## config.mk

```make
export PLATFORM = sky130hd
export DESIGN_NAME = saec_ctrl
export DESIGN_NICKNAME = d
export VERILOG_FILES = /design/src/rtl/core/saec_pkg.sv /design/src/rtl/core/saec_ctrl.sv
export VERILOG_INCLUDE_DIRS = /design/src /design/src/rtl/core
export SDC_FILE = /design/constraint.sdc
export NUM_CORES = 1
export LEC_CHECK = 0
export ABC_AREA = 1
export BUFFER_PORTS_ARGS = -buffer_cell sky130_fd_sc_hd__buf_2
export CAP_MARGIN = 20
export CORE_MARGIN = 5
export CORE_UTILIZATION = 34
export DETAILED_ROUTE_END_ITERATION = 10
export MAX_ROUTING_LAYER = met4
export SLEW_MARGIN = 20
export SYNTH_ARGS = -nofsm -noshare
export SYNTH_HDL_FRONTEND = slang
export SYNTH_SLANG_ARGS = --single-unit
```

## constraint.sdc

```tcl
create_clock -name clk_i -period 3.5 [get_ports clk_i]
set_input_delay 0.7 -clock clk_i [delete_from_list [all_inputs] [get_ports clk_i]]
set_output_delay 0.7 -clock clk_i [all_outputs]
set_load 0.01 [all_outputs]
```

## src/rtl/core/stereo_audio_effect_chain_macros.svh

```systemverilog
// Assertion macros shared by the stereo effect chain RTL.
`ifndef STEREO_AUDIO_EFFECT_CHAIN_MACROS_SVH
`define STEREO_AUDIO_EFFECT_CHAIN_MACROS_SVH

// Concurrent check on clk_i, off while rst_ni is low.
`define SAEC_ASSERT(lbl, prop) \
  lbl: assert property (@(posedge clk_i) disable iff (!rst_ni) prop) \
    else $error("saec assertion failed");

// Condition in one cycle implies a consequence in the next.
`define SAEC_ASSERT_NEXT(lbl, ante, cons) \
  `SAEC_ASSERT(lbl, (ante) |=> (cons))

`endif

```

## src/rtl/core/saec_pkg.sv

```systemverilog
// Types, constants and saturation helpers for the stereo effect chain.
package saec_pkg;

  typedef logic signed [15:0] io_smp_t;
  typedef logic signed [19:0] smp_t;

  localparam int CFG_IDX_W  = 3;
  localparam int CFG_DATA_W = 9;

  typedef enum logic [CFG_IDX_W-1:0] {
    CFG_VOLUME         = 3'd0,
    CFG_BASS_ENABLE    = 3'd1,
    CFG_BASS_STRENGTH  = 3'd2,
    CFG_WIDTH_ENABLE   = 3'd3,
    CFG_REVERB_ENABLE  = 3'd4,
    CFG_LIMITER_ENABLE = 3'd5
  } cfg_idx_e;

  localparam int TAP_BACK   = 800;
  localparam int DIV_BITS   = 14;     // limiter quotient always below 2^14
  localparam int DIV_IDX_W  = 4;

  localparam logic [8:0]  VOL_UNITY   = 9'd256;
  localparam logic [12:0] ALPHA_Q16   = 13'd5243;
  localparam logic [14:0] FB_Q16      = 15'd22938;
  localparam logic [15:0] LIM_K_POS   = 16'd40955;  // 5 * 8191
  localparam logic [15:0] LIM_K_NEG   = 16'd40960;  // 5 * 8192
  localparam logic [31:0] RECIP_10    = 32'hCCCCCCCD;
  localparam int          KNEE        = 24576;

  typedef struct packed {
    logic [8:0] volume;
    logic       bass_en;
    logic [3:0] bass_str;
    logic       width_en;
    logic       reverb_en;
    logic       limiter_en;
  } cfg_t;

  typedef struct packed {
    logic                 clear;
    logic                 load_in;
    logic                 vol;
    logic                 bass_a;
    logic                 bass_b;
    logic                 wid_a;
    logic                 wid_b;
    logic                 rev_a;
    logic                 rev_b;
    logic                 lim_a;
    logic                 div_step;
    logic [DIV_IDX_W-1:0] div_idx;
    logic                 load_out;
  } cmd_t;

  function automatic smp_t sat20(input logic signed [39:0] v);
    if (v > 40'sd524287) return 20'sd524287;
    if (v < -40'sd524288) return -20'sd524288;
    return v[19:0];
  endfunction

  function automatic logic signed [23:0] sat24(input logic signed [39:0] v);
    if (v > 40'sd8388607) return 24'sd8388607;
    if (v < -40'sd8388608) return -24'sd8388608;
    return v[23:0];
  endfunction

  function automatic logic signed [31:0] sat32(input logic signed [39:0] v);
    if (v > 40'sd2147483647) return 32'sh7FFFFFFF;
    if (v < -40'sd2147483648) return 32'sh80000000;
    return v[31:0];
  endfunction

  function automatic io_smp_t sat16(input logic signed [39:0] v);
    if (v > 40'sd32767) return 16'sd32767;
    if (v < -40'sd32768) return -16'sd32768;
    return v[15:0];
  endfunction

endpackage

```

## src/rtl/core/saec_ctrl.sv

```systemverilog
// Sequencer: echo clear pass, per-frame stage steps, divider count, output valid.
`include "stereo_audio_effect_chain_macros.svh"
module saec_ctrl import saec_pkg::*; #(
  parameter int ECHO_DEPTH = 1024
) (
  input  logic                          clk_i,
  input  logic                          rst_ni,
  input  logic                          in_valid_i,
  output logic                          in_ready_o,
  output logic                          out_valid_o,
  input  logic                          out_ready_i,
  output cmd_t                          cmd_o,
  output logic [$clog2(ECHO_DEPTH)-1:0] clr_addr_o
);
  localparam int AW = $clog2(ECHO_DEPTH);

  typedef enum logic [11:0] {
    ST_CLEAR  = 12'b000000000001,
    ST_IDLE   = 12'b000000000010,
    ST_VOL    = 12'b000000000100,
    ST_BASS_A = 12'b000000001000,
    ST_BASS_B = 12'b000000010000,
    ST_WID_A  = 12'b000000100000,
    ST_WID_B  = 12'b000001000000,
    ST_REV_A  = 12'b000010000000,
    ST_REV_B  = 12'b000100000000,
    ST_LIM_A  = 12'b001000000000,
    ST_DIV    = 12'b010000000000,
    ST_DONE   = 12'b100000000000
  } state_e;

  state_e               state_q, state_d;
  logic [AW-1:0]        clr_cnt_q, clr_cnt_d;
  logic [DIV_IDX_W-1:0] div_cnt_q, div_cnt_d;
  logic                 out_valid_q, out_valid_d;

  always_comb begin
    state_d   = state_q;
    clr_cnt_d = clr_cnt_q;
    div_cnt_d = div_cnt_q;
    cmd_o     = '0;
    cmd_o.div_idx = div_cnt_q;
    case (state_q)
      ST_CLEAR: begin
        cmd_o.clear = 1'b1;
        if (clr_cnt_q == AW'(ECHO_DEPTH - 1)) begin
          state_d = ST_IDLE;
        end else begin
          clr_cnt_d = clr_cnt_q + 1'b1;
        end
      end
      ST_IDLE: begin
        if (in_valid_i) begin
          cmd_o.load_in = 1'b1;
          state_d       = ST_VOL;
        end
      end
      ST_VOL: begin
        cmd_o.vol = 1'b1;
        state_d   = ST_BASS_A;
      end
      ST_BASS_A: begin
        cmd_o.bass_a = 1'b1;
        state_d      = ST_BASS_B;
      end
      ST_BASS_B: begin
        cmd_o.bass_b = 1'b1;
        state_d      = ST_WID_A;
      end
      ST_WID_A: begin
        cmd_o.wid_a = 1'b1;
        state_d     = ST_WID_B;
      end
      ST_WID_B: begin
        cmd_o.wid_b = 1'b1;
        state_d     = ST_REV_A;
      end
      ST_REV_A: begin
        cmd_o.rev_a = 1'b1;
        state_d     = ST_REV_B;
      end
      ST_REV_B: begin
        cmd_o.rev_b = 1'b1;
        state_d     = ST_LIM_A;
      end
      ST_LIM_A: begin
        cmd_o.lim_a = 1'b1;
        div_cnt_d   = DIV_IDX_W'(DIV_BITS - 1);
        state_d     = ST_DIV;
      end
      ST_DIV: begin
        cmd_o.div_step = 1'b1;
        if (div_cnt_q == '0) begin
          state_d = ST_DONE;
        end else begin
          div_cnt_d = div_cnt_q - 1'b1;
        end
      end
      ST_DONE: begin
        if (!out_valid_q || out_ready_i) begin
          cmd_o.load_out = 1'b1;
          state_d        = ST_IDLE;
        end
      end
      default: begin
        state_d = ST_IDLE;
      end
    endcase
  end

  always_comb begin
    out_valid_d = out_valid_q;
    if (cmd_o.load_out) begin
      out_valid_d = 1'b1;
    end else if (out_ready_i) begin
      out_valid_d = 1'b0;
    end
  end

  always_ff @(posedge clk_i or negedge rst_ni) begin
    if (!rst_ni) begin
      state_q     <= ST_CLEAR;
      clr_cnt_q   <= '0;
      div_cnt_q   <= '0;
      out_valid_q <= 1'b0;
    end else begin
      state_q     <= state_d;
      clr_cnt_q   <= clr_cnt_d;
      div_cnt_q   <= div_cnt_d;
      out_valid_q <= out_valid_d;
    end
  end

  assign in_ready_o  = (state_q == ST_IDLE);
  assign out_valid_o = out_valid_q;
  assign clr_addr_o  = clr_cnt_q;

  `SAEC_ASSERT_NEXT(a_accept_starts_vol, in_valid_i && state_q == ST_IDLE, state_q == ST_VOL)
  `SAEC_ASSERT(a_load_out_free, cmd_o.load_out |-> (!out_valid_q || out_ready_i))
  `SAEC_ASSERT_NEXT(a_div_ends, state_q == ST_DIV && div_cnt_q == '0, state_q == ST_DONE)
  `SAEC_ASSERT(a_no_out_during_clear, state_q == ST_CLEAR |-> !out_valid_q)
endmodule

```

# Word-level counts from Yosys, hierarchy flattened
# Index checks and enable logic that the tools add are counted.
[op_classes] n_reduce_logical=8 bitwise=1 eq_ne=18 add_sub_neg=2 n_mux=23
[ops] operator="$pmux W12 S12" n=1
[ops] operator="$mux W12" n=4
[ops] operator="$mux W1" n=16
[ops] operator="$eq A12 B1 Y1 const B" n=1
[ops] operator="$eq A12 B10 Y1 const B" n=1
[ops] operator="$eq A12 B11 Y1 const B" n=1
[ops] operator="$eq A12 B12 Y1 const B" n=1
[ops] operator="$eq A12 B2 Y1 const B" n=1
[ops] operator="$eq A12 B3 Y1 const B" n=1
[ops] operator="$eq A12 B4 Y1 const B" n=1
[ops] operator="$eq A12 B5 Y1 const B" n=1
[ops] operator="$eq A12 B6 Y1 const B" n=1
[ops] operator="$eq A12 B7 Y1 const B" n=1
[ops] operator="$eq A12 B8 Y1 const B" n=1
[ops] operator="$eq A12 B9 Y1 const B" n=1
[ops] operator="$add A10 B1 Y10 const B" n=1
[ops] operator="$eq A10 B10 Y1 const B" n=1
[ops] operator="$ne A2 B2 Y1 const B" n=5
[ops] operator="$pmux W4 S2" n=1
[ops] operator="$logic_not A4 Y1" n=1
[ops] operator="$mux W4" n=1
[ops] operator="$reduce_and A2 Y1" n=2
[ops] operator="$reduce_and A4 Y1" n=1
[ops] operator="$reduce_bool A2 Y1" n=2
[ops] operator="4 further kinds" n=4
[totals] regBits=27 inputBits=4 out_inout_bits=28 wordCells=56

# Longest topological paths before layout
# Gate-level depths: netlist of run 1.
[depth] word_depth=5 ltp_mapped=9 ltp_nobuf=9

# Least setup slack after synthesis of run 1
# OpenSTA, ideal clock, no wires.
[synth_timing] kind="register to output" start="reg state_q[1]" end="out cmd_o[10] (netlist name)" required_ns=2.800 path_stages_with_launch=6 setup_slack_ns=1.632 arrival_time_ns=1.168 path_buffers=0 path_cell_list="dfrtp_1 nor2_2 nand2_1 nor2_1 inv_2 nor3_1"
[synth_rtl] item="start, declared" line="saec_ctrl.sv:32" rtl="state_e state_q, state_d;"
[synth_rtl] item="start signal, assigned" line="saec_ctrl.sv:127" rtl="state_q <= state_d;"
[synth_rtl] item="end, declared" line="saec_ctrl.sv:12" rtl="output cmd_t cmd_o,"

==> results of run 1 <==
## metrics by stage
stage | worst slack [ns] | hold WS, ns | instances | util (%)
after floorplan | 1.63 | 0.404 | 191 | -
after global placement | 1.57 | 0.485 | 273 | 39.3
after detailed placement | 1.54 | 0.487 | 273 | 39.3
after CTS | 1.22 | 0.441 | 277 | 40.4
after global routing | 1.10 | 0.469 | 277 | 40.4
final | 1.24 | 0.423 | 277 | 40.4
## logic make-up after synthesis
| family | count (synthesis) | synth area share [%] |
|---|---|---|
| buffers and inverters | 40 | 10.4 |
| flip-flops | 27 | 45.9 |
| XOR/XNOR | 9 | 5.34 |
| AND/OR/NAND/NOR | 107 | 34.5 |
| adder cells (fa/ha/maj) | 2 | 1.70 |
| AO/OA/AOI/OAI | 6 | 2.12 |
## worst max path at each step
stage | to | cells past startpoint | slack [ns] | start
floorplan | cmd_o[10] | 5 | 1.63 | state_q[1]
global placement | cmd_o[9] | 6 | 1.57 | state_q[1]
detailed placement | cmd_o[9] | 6 | 1.54 | state_q[1]
CTS | cmd_o[9] | 6 | 1.22 | state_q[1]
global route | cmd_o[15] | 6 | 1.10 | state_q[6]
finish | cmd_o[10] | 6 | 1.24 | state_q[1]
## Yosys cell counts, drive strengths merged
master / count / share of area, %
and3: 1 / 0.42
buf: 1 / 0.51
dfrtp: 26 / 44
dfstp: 1 / 1.8
ha: 2 / 1.7
inv: 39 / 9.9
nand2: 47 / 12
nand3: 15 / 5.9
nand4: 1 / 0.42
nor2: 30 / 10
nor3: 12 / 4.8
nor4: 1 / 0.42
o21ai: 5 / 1.7
o22ai: 1 / 0.42
xnor2: 3 / 1.8
xor2: 6 / 3.6
## layer usage
layer	share of wire [%]	wire, µm
met5	0	0
met4	1.6	44
met3	6.4	181
met2	46	1300
met1	46	1300
## cells in the final DEF, fill, tap and decap left out, drive strengths merged, types with 2 or more instances in the layout
cell	synthesis	layout
buf	1	31
clkbuf	0	4
nor3	12	12
inv	39	39
ha	2	2
xnor2	3	3
nand3	15	15
nand2	47	47
nor2	30	30
xor2	6	6
dfrtp	26	26
o21ai	5	5
## state kept, by name, summed over array words and instances (netlist names)
name         cells
out_valid_o      1
clr_addr_o      10
div_cnt_q        4
state_q         12
## final cells by class
class,instances,area share [%]
sequential,27,39.1
multi-input combinational,124,37.2
timing repair buffer,31,8.95
inverter,39,8.45
tap,52,3.75
clock buffer,4,2.60
## report_power, final
group | internal (W) | switching, W | leakage (nW)
clock | 0.0000814 | 0.0000922 | 0.0228
combinational | 0.0000720 | 0.000151 | 0.627
sequential | 0.000331 | 0.0000187 | 0.369
total | 0.000484 | 0.000261 | 1.02
==> impl_results.md, run 1 <==
* Status: finished clean
* Initial antenna violation count at 0
* Worst-path fanout max at 7
* Core Footprint at 4290 µm²
* Worst rel slew slack at 61.0%
* Clock buffer depth at 2
* All-layer global routing usage at 11.1%
* FF-to-FF Start: clr_addr_o[0]
* GRT Max-Usage Layer: met2
* Die Span Y at 75.9 µm
* Ys Warns at 0
* Synth unique cells at 22
* Initial drt markers at 63
* Vias in the first global route at 1101
* Syn Inst Count at around 190
* Worst Setup Start Kind: flop
* RePlAce Congestion at 0.761
* Drt first pass iters at 4
* Drt wl/cell at 10.2 µm
* WP data required at 2.80 ns
* PortBufs at 31
* Fin crit period at 2.26 ns
* Hold_buf cts at 0
* Syn_nets at 197
* IO Pins at 32
* Layout cells sized above 1 at 21.3%
* Mapped cell area at 1480 µm²
* Clk Latency, worst-skew pair at 0.27 ns
* Type of the worst setup path: reg -> out
* Buf/Inv on CP at 2
* Worst r2r path cells at 9
* RSZ-0062 raised after global routing: no
* Sequential cell area fraction in the yosys report at between 40% and 50%
* Die ar. at 5760 µm²
* Clk sink count at 27
* Pwr dens at 430 nW/µm²
* TritonCTS Buffers at 3
* Crit path max-delay family: simple AND/OR/NAND/NOR gates
* Post-CTS Setup Repair Bufs at 0
* Area Growth Syn to Fin at 17.5%
* FF+latch area at just under 700 µm²
* Yosys reg bits at 27
* Filler cells at 456
* Cell area after layout at 1730 µm²
* Final hold violations at 0
* Root Driver: clkbuf_8
* Largest net degree at the start of global routing at 28
* Num rows at 24
* Setup violators final at 0
* Min-delay worst type: in -> async
* First-pass GRT wire length at 4720 µm
* Critical-path cell list: nor2_2, nand2_1, nor2_1, inv_2, nor3_1, buf_2
* # H-tree levels at 1
* Critical-path top delay cell: dfrtp_1
* Worst Tran Pin Value at 0.586 ns
* Setup TNS Final at 0 ns
* Reg2Reg Setup Slack at 1.98 ns
* Dpl hpwl at about 2300 µm
* M2 GR Usage at 17.6%
* Static Leakage at 1.02 nW
* RR Endpoint: state_q[1]
* GRT overflow at 0
* Starting Density at 34.4%
* Kind of end point of the critical path: primary output
* Worst Skew at between 0.0015 and 0.002 ns
* Drt total wl at ~2800 µm
* CTS tree: yes
* Tcrit/Tclk final at 64.5%
* Area taken by multi-input logic gates at 644 µm²
* Final Max Slew Viols at 0
* Max Cap Violations at 0
* Cts repair resizes at 0
* Met1 Usage GRT at 13.5%
* Max stage delay on crit path at roughly 0.44 ns
* Total Power at roughly 0.00075 W
* Vias at approximately 1200
* # DRC at 0
* Via density at 4.36
* Routed Antenna Nets at 0
* Data arrival, critical path at around 1.6 ns
* Inserted Diodes at 0
* Placed cell areas at 1690 µm²
* Synthesized area per cell at 7.72 µm²
* Clk pin slew, worst setup/hold paths at ~0.090 ns
* VDD IR max at 0.194 mV
* Die width at between 70 and 80 µm
* Layout Nets at approximately 230
* Max Fclk at about 0.44 GHz
* GRT met3 Usage at between 3 and 4%
Note: power is estimated with default switching activity, not from simulation.
==> inputs of run 2 (changes only) <==
Settings changed: ABC_AREA 1 to 0.
Clock period 3.5 ns to 2.1 ns, I/O delays scaled along.
==> impl_results.md, run 2 <==
* Total Power at 0.00144 W (+94%)
* EDFF count, synth at 0 (unchanged)
* Fin util at 47.8% (+7.4 points)
* Worst Setup Start Kind: flop
* Initial antenna violation count at 0 (unchanged)
* Mapped cell area at 1420 µm² (-3.6%)
* Cell accounting for the most synthesized area: dfrtp_1
* Drt first pass iters at 4 (unchanged)
* WP data required at 1.68 ns (-1.12 ns)
* FF-to-FF Start: state_q[5]
* Synth unique cells at 42 (+91%)
* CTS tree: yes
* Worst-path fanout max at 3 (-4)
* Kind of end point of the critical path: primary output
* Fin crit period at 2.23 ns
* Syn Inst Count at 136 (-29%)
* Data arrival, critical path at 1.81 ns (+0.25 ns)
* All-layer global routing usage at 13.6% (+2.5 points)
* Area taken by multi-input logic gates at 773 µm² (+20%)
* Synthesized area per cell at 10.5 µm² (+35%)
* RSZ-0062 raised after global routing: yes
* Sequential cell area fraction in the yosys report at 47.6% (+1.7 points)
* Status: finished, violations left
* Dpl hpwl at 2440 µm (+7.4%)
* Post-synth top flop: dfrtp_1
* Largest net degree at the start of global routing at 28 (unchanged)
* VDD IR max at 0.374 mV (+93%)
* Max Fclk at between 0.4 and 0.5 GHz
* Clk pin slew, worst setup/hold paths at 0.09 ns (about the same)
* Fraction of registers with async set or reset after synthesis at 100% (unchanged)
* Violated checks: setup timing
* Min-delay worst type: in -> async
* Drt total wl at 3470 µm (+23%)
* First-pass GRT wire length at 5720 µm (+21%)
* FF+latch area at 678 µm² (+0.18%)
* PortBufs at 31 (unchanged)
* Number of flip-flops in the largest register at 12 (unchanged)
* Worst setup path startpoint: state_q[9]
* Filler cells at 405 (-11%)
* IO Pins at 32 (unchanged)
* Via density at 5.18 (+19%)
* RePlAce Congestion at 0.849 (+12%)
* Starting Density at 35.3% (+0.96 points)
* Worst Skew at 0.00511 ns (+0.00358 ns)
* Num rows at 23 (-4.2%)
* Clk Latency, worst-skew pair at 0.27 ns (about the same)
* Die width at 74.7 µm (-1.6%)
* Type of the worst setup path: reg -> out
* Most frequent cells after synthesis: dfrtp_1 (26), nand4_1 (9), nor2_1 (9)
* # H-tree levels at 1 (unchanged)
* Most frequent cells in the layout: buf_2 (30), dfrtp_1 (25), buf_4 (18)
* Worst slack, placed at 0.0849 ns (-1.45 ns)
* Root Driver: clkbuf_8
* # DRC at 0 (unchanged)
* Layout Nets at 195 (-16%)
* Setup violators final at 7 (+7)
* Syn_nets at 142 (-28%)
* Largest register by flop count: state_q
* Synth area leaders: dfrtp_1 (46%), xnor2_1 (4.9%), nor3b_1 (4.2%)
* Tcrit/Tclk final at 106%
* Clk sink count at 27 (unchanged)
* Final worst setup slack at -0.131 ns (-1.37 ns)
* Die Span Y at 74.7 µm (-1.6%)
* Reg2Reg Setup Slack at 0.15 ns (-1.83 ns)
* Worst rel slew slack at 60.3% (-0.67 points)
* GRT overflow at 0 (unchanged)
* Drt wl/cell at 14.6 µm (+43%)
* Final hold violations at 0 (unchanged)
* Die ar. at 5580 µm² (-3.1%)
* Static Leakage at 0.956 nW (-6.2%)
* Setup TNS Final at -0.422 ns (-0.422 ns)
* Pwr dens at 750 nW/µm² (+74%)
* Top-count cell post-synth: dfrtp_1
* Layout cells sized above 1 at 44.1% (+23 points)
* Vias in the first global route at 1257 (+14%)
* Worst Tran Pin Value at 0.596 ns (+0.0100 ns)
* Most common cell after layout, fill and taps aside: buf_2
* Routed Antenna Nets at 0 (unchanged)
* Yosys reg bits at 27 (unchanged)
* Area Growth Syn to Fin at 35.4%
* Hold_buf cts at 0 (unchanged)
* Ys Warns at 0 (unchanged)
* Final Max Slew Viols at 0 (unchanged)
* Inserted Diodes at 0 (unchanged)
* Core Footprint at 4030 µm² (-6.2%)
* Worst r2r path cells at 8 (-1)
* Max Cap Violations at 0 (unchanged)
* TritonCTS Buffers at 3 (unchanged)
* Initial drt markers at 33 (-48%)
* Clock buffer depth at 2 (unchanged)
* Yosys top cell area share at 45.7% (+1.6 points)
* Vias at 1234 (+2.2%)
==> run 2: cell count changes after synthesis, moves of 4 or more <==
cell and delta:
xnor2_1 +5, nand3_1 -8, nor4_1 +6, nor2_4 -4, nand4_1 +8, inv_1 -29
nand2_1 -39, nor3_1 -9, nor2_1 -14, nor3b_1 +8
==> run 2: kinds of logic (layout without fill, tap and decap cells) <==
kind of cell    after synthesis  after routing  share of synthesized area [%]
simple gates                 70             70                           31.9
compound gates               10             10                           5.19
fa+ha+maj                     2              2                           1.76
flops                        27             27                           47.6
buf+inv                      13             65                           4.75
mux                           1              1                          0.792
xor+xnor                     13             13                           8.00
==> run 2: worst max-delay path, stage by stage, from the launching register on <==
cell      delay (ns)
dfrtp_1         0.43
nor4_4          0.36
and2_4          0.21
nand4b_1        0.16
inv_1           0.12
and2_1          0.12
buf_2           0.12
==> run 2: area by class of cell <==
| class | count | share of cell area, % |
|---|---|---|
| tap | 50 | 3.25 |
| inverter | 9 | 1.88 |
| multi-input combinational | 96 | 40.2 |
| timing repair buffer | 52 | 17.2 |
| sequential | 27 | 35.2 |
| clock buffer | 4 | 2.34 |
==> run 2: metal layers <==
layer / global-route usage, % / share of wire [%] / vias to the layer above
met5: - / 0 / -
met4: 4.35 / 0.98 / 0
met3: 3.20 / 5.2 / 4
met2: 22.6 / 50 / 33
met1: 16.4 / 43 / 610
li1: - / - / 587
==> run 2: final timing paths <==
kind                                  to
setup / recovery               cmd_o[14]
hold / removal                state_q[6]
setup reg to reg           clr_addr_o[3]
hold reg to reg            clr_addr_o[5]
max in group asynchronous     state_q[6]
min in group clk_i            state_q[1]
==> run 2: metrics by stage <==
| step | std cells | cell area [µm²] | hold slack [ns] |
|---|---|---|---|
| after detailed placement | 224 | 1690 | 0.463 |
| final | 238 | 1930 | 0.142 |
| after global placement | 224 | 1690 | 0.461 |
| after CTS | 235 | 1820 | 0.163 |
| after global routing | 238 | 1930 | 0.192 |
| after floorplan | 136 | 1420 | 0.124 |
==> run 2: where the power goes <==
part           switching [W]  total (W)  internal, W  leakage, nW
clock               0.000158   0.000294     0.000136       0.0228
sequential         0.0000329   0.000580     0.000547        0.368
combinational       0.000293   0.000570     0.000277        0.566
total               0.000484    0.00144     0.000960        0.956
==> run 2: what timing repair did <==
action | CTS | global route
gates resized for setup | 7 | 18
pin swaps | 7 | 8
setup buffers | 7 | 4
setup endpoints to repair | 8 | 16
==> inputs of run 3 (changes only) <==
Settings changed: GPL_TIMING_DRIVEN set to 0.
==> impl_results.md, run 3 (same netlist as run 2, synthesis figures left out) <==
* Worst Tran Pin Value at 0.607 ns (+0.0109 ns)
* Routed Antenna Nets at 0 (unchanged)
* RePlAce Congestion at 0.785 (-7.5%)
* Critical-path top delay cell: dfrtp_2
* Area Growth Syn to Fin at 34.2%
* Final hold violations at 0 (unchanged)
* VDD IR max at 0.254 mV (-32%)
* # H-tree levels at 1 (unchanged)
* Worst Setup Start Kind: flop
* Drt total wl at 3350 µm (-3.3%)
* Min-delay worst type: in -> async
* Pwr dens at 725 nW/µm² (-3.3%)
* Vias in the first global route at 1250 (-0.56%)
* Final Max Slew Viols at 0 (unchanged)
* Crit path max-delay family: simple AND/OR/NAND/NOR gates
* Dpl cells at 217 (-3.1%)
* IO Pins at 32 (unchanged)
* Worst-path fanout max at 7 (+4)
* Inserted Diodes at 0 (unchanged)
* Critical-path cell list: nor4_4, and2_4, nand4b_1, inv_1, and2_1, buf_2
* Final worst setup slack at -0.147 ns (-0.0159 ns)
* Most common cell after layout, fill and taps aside: buf_2
* Drt wl/cell at 14.3 µm (-2.1%)
* WP data required at 1.68 ns (about the same)
* Tcrit/Tclk final at 107% (+0.76 points)
* Core Footprint at 4030 µm² (unchanged)
* Clk Latency, worst-skew pair at 0.26 ns (about the same)
* Die width at 74.7 µm (unchanged)
* Starting Density at 35.3% (unchanged)
* GRT overflow at 0 (unchanged)
* Kind of end point of the critical path: primary output
* Clk pin slew, worst setup/hold paths at 0.09 ns (about the same)
* Setup violators final at 7 (unchanged)
* CTS tree: yes
* Number of flip-flops in the largest register at 12 (unchanged)
* Status: finished, violations left
* Layout Nets at 192 (-1.5%)
* Setup TNS Final at -0.600 ns (-0.178 ns)
* # DRC at 0 (unchanged)
* PortBufs at 31 (unchanged)
* Max stage delay on crit path at 0.47 ns (+0.04 ns)
* Type of the worst setup path: reg -> out
* All-layer global routing usage at 12.6% (-1.1 points)
* Most frequent cells in the layout: buf_2 (29), dfrtp_1 (21), buf_4 (15)
* Max Cap Violations at 0 (unchanged)
* Worst Skew at 0.00481 ns (-0.000300 ns)
* Violated checks: setup timing
* Layout cells sized above 1 at 45.4% (+1.3 points)
* TritonCTS Buffers at 3 (unchanged)
* Dpl hpwl at 2300 µm (-5.9%)
* Worst rel slew slack at 59.6% (-0.73 points)
* Clock buffer depth at 2 (unchanged)
* Largest register by flop count: state_q
* Via density at 5.25 (+1.3%)
* Post-route insts no fill at 235 (-1.3%)
* Buf/Inv on CP at 2 (unchanged)
* Num rows at 23 (unchanged)
* Max Fclk at 0.445 GHz (-0.71%)
* Largest net degree at the start of global routing at 28 (unchanged)
* Drt first pass iters at 2 (-2)
* Data arrival, critical path at 1.83 ns (+0.02 ns)
* Initial drt markers at 38 (+15%)
* Initial antenna violation count at 0 (unchanged)
* Static Leakage at 0.932 nW (-2.5%)
* RSZ-0062 raised after global routing: yes
* First-pass GRT wire length at 5370 µm (-6.2%)
* Die Span Y at 74.7 µm (unchanged)
* Vias at 1234 (unchanged)
* Clk sink count at 27 (unchanged)
* Die ar. at 5580 µm² (unchanged)
* Fin crit period at 2.25 ns (+0.0159 ns)
* Root Driver: clkbuf_8
## run 3: changes by cell type in the layout (fill, tap and decap cells not counted), sizes merged
cell,before,now
buf,52,49
## run 3: worst register-to-register path: stages, from the launching register on
cell	delay, ns
dfrtp_2	0.47
nor4_4	0.36
buf_4	0.16
buf_4	0.09
nand4_2	0.15
a31oi_4	0.21
buf_4	0.14
mux2_2	0.31
## run 3: worst paths after layout
check,depth (start not counted),from,slack (ns),end
max in group asynchronous,1,rst_ni,1.51,state_q[8]
worst max-delay path,6,state_q[8],-0.15,cmd_o[14]
worst max register to register,7,state_q[8],0.09,clr_addr_o[1]
worst min register to register,1,clr_addr_o[8],0.51,clr_addr_o[8]
min in group clk_i,2,in_valid_i,0.35,state_q[1]
worst min-delay path,1,rst_ni,0.15,state_q[5]
## run 3: layout make-up
class | instances | area [µm²]
Fill cell | 416 | 2120
Multi-Input combinational cell | 96 | 768
Sequential cell | 27 | 683
Timing Repair Buffer | 47 | 292
Tap cell | 50 | 62.6
Clock buffer | 4 | 45.0
Inverter | 9 | 36.3
Buffer | 2 | 22.5
## run 3: metal layers
layer / vias to the layer above / global-route usage [%] / wire, µm
met5: - / - / 0
met4: 0 / 3.16 / 29
met3: 4 / 2.54 / 145
met2: 27 / 22.1 / 1760
met1: 615 / 14.6 / 1420
li1: 588 / - / -
## run 3: what timing repair did
item / 4_1_cts / 5_1_grt
pin swaps: 8 / 5
buffers inserted: 9 / 8
hold buffers: 0 / 0
setup endpoints to repair: 13 / 15
gates resized for setup: 12 / 14
## run 3: power by group
group / switching, W / total [W] / leakage (nW) / internal, W
Combinational: 0.000261 / 0.000503 / 0.548 / 0.000243
Clock: 0.000149 / 0.000285 / 0.0228 / 0.000135
Sequential: 0.0000455 / 0.000596 / 0.362 / 0.000550
## run 3: metrics by stage
step	power, W	util (%)	setup slack [ns]	hold WS (ns)	area (µm²)
floorplan	0.000818	-	0.114	0.124	1420
global placement	0.000900	40.7	-0.0958	0.459	1640
detailed placement	0.000912	40.7	-0.119	0.462	1640
CTS	0.00130	44.7	-0.151	0.173	1800
global route	0.00147	47.4	-0.269	0.218	1910
finish	0.00138	47.4	-0.147	0.153	1910
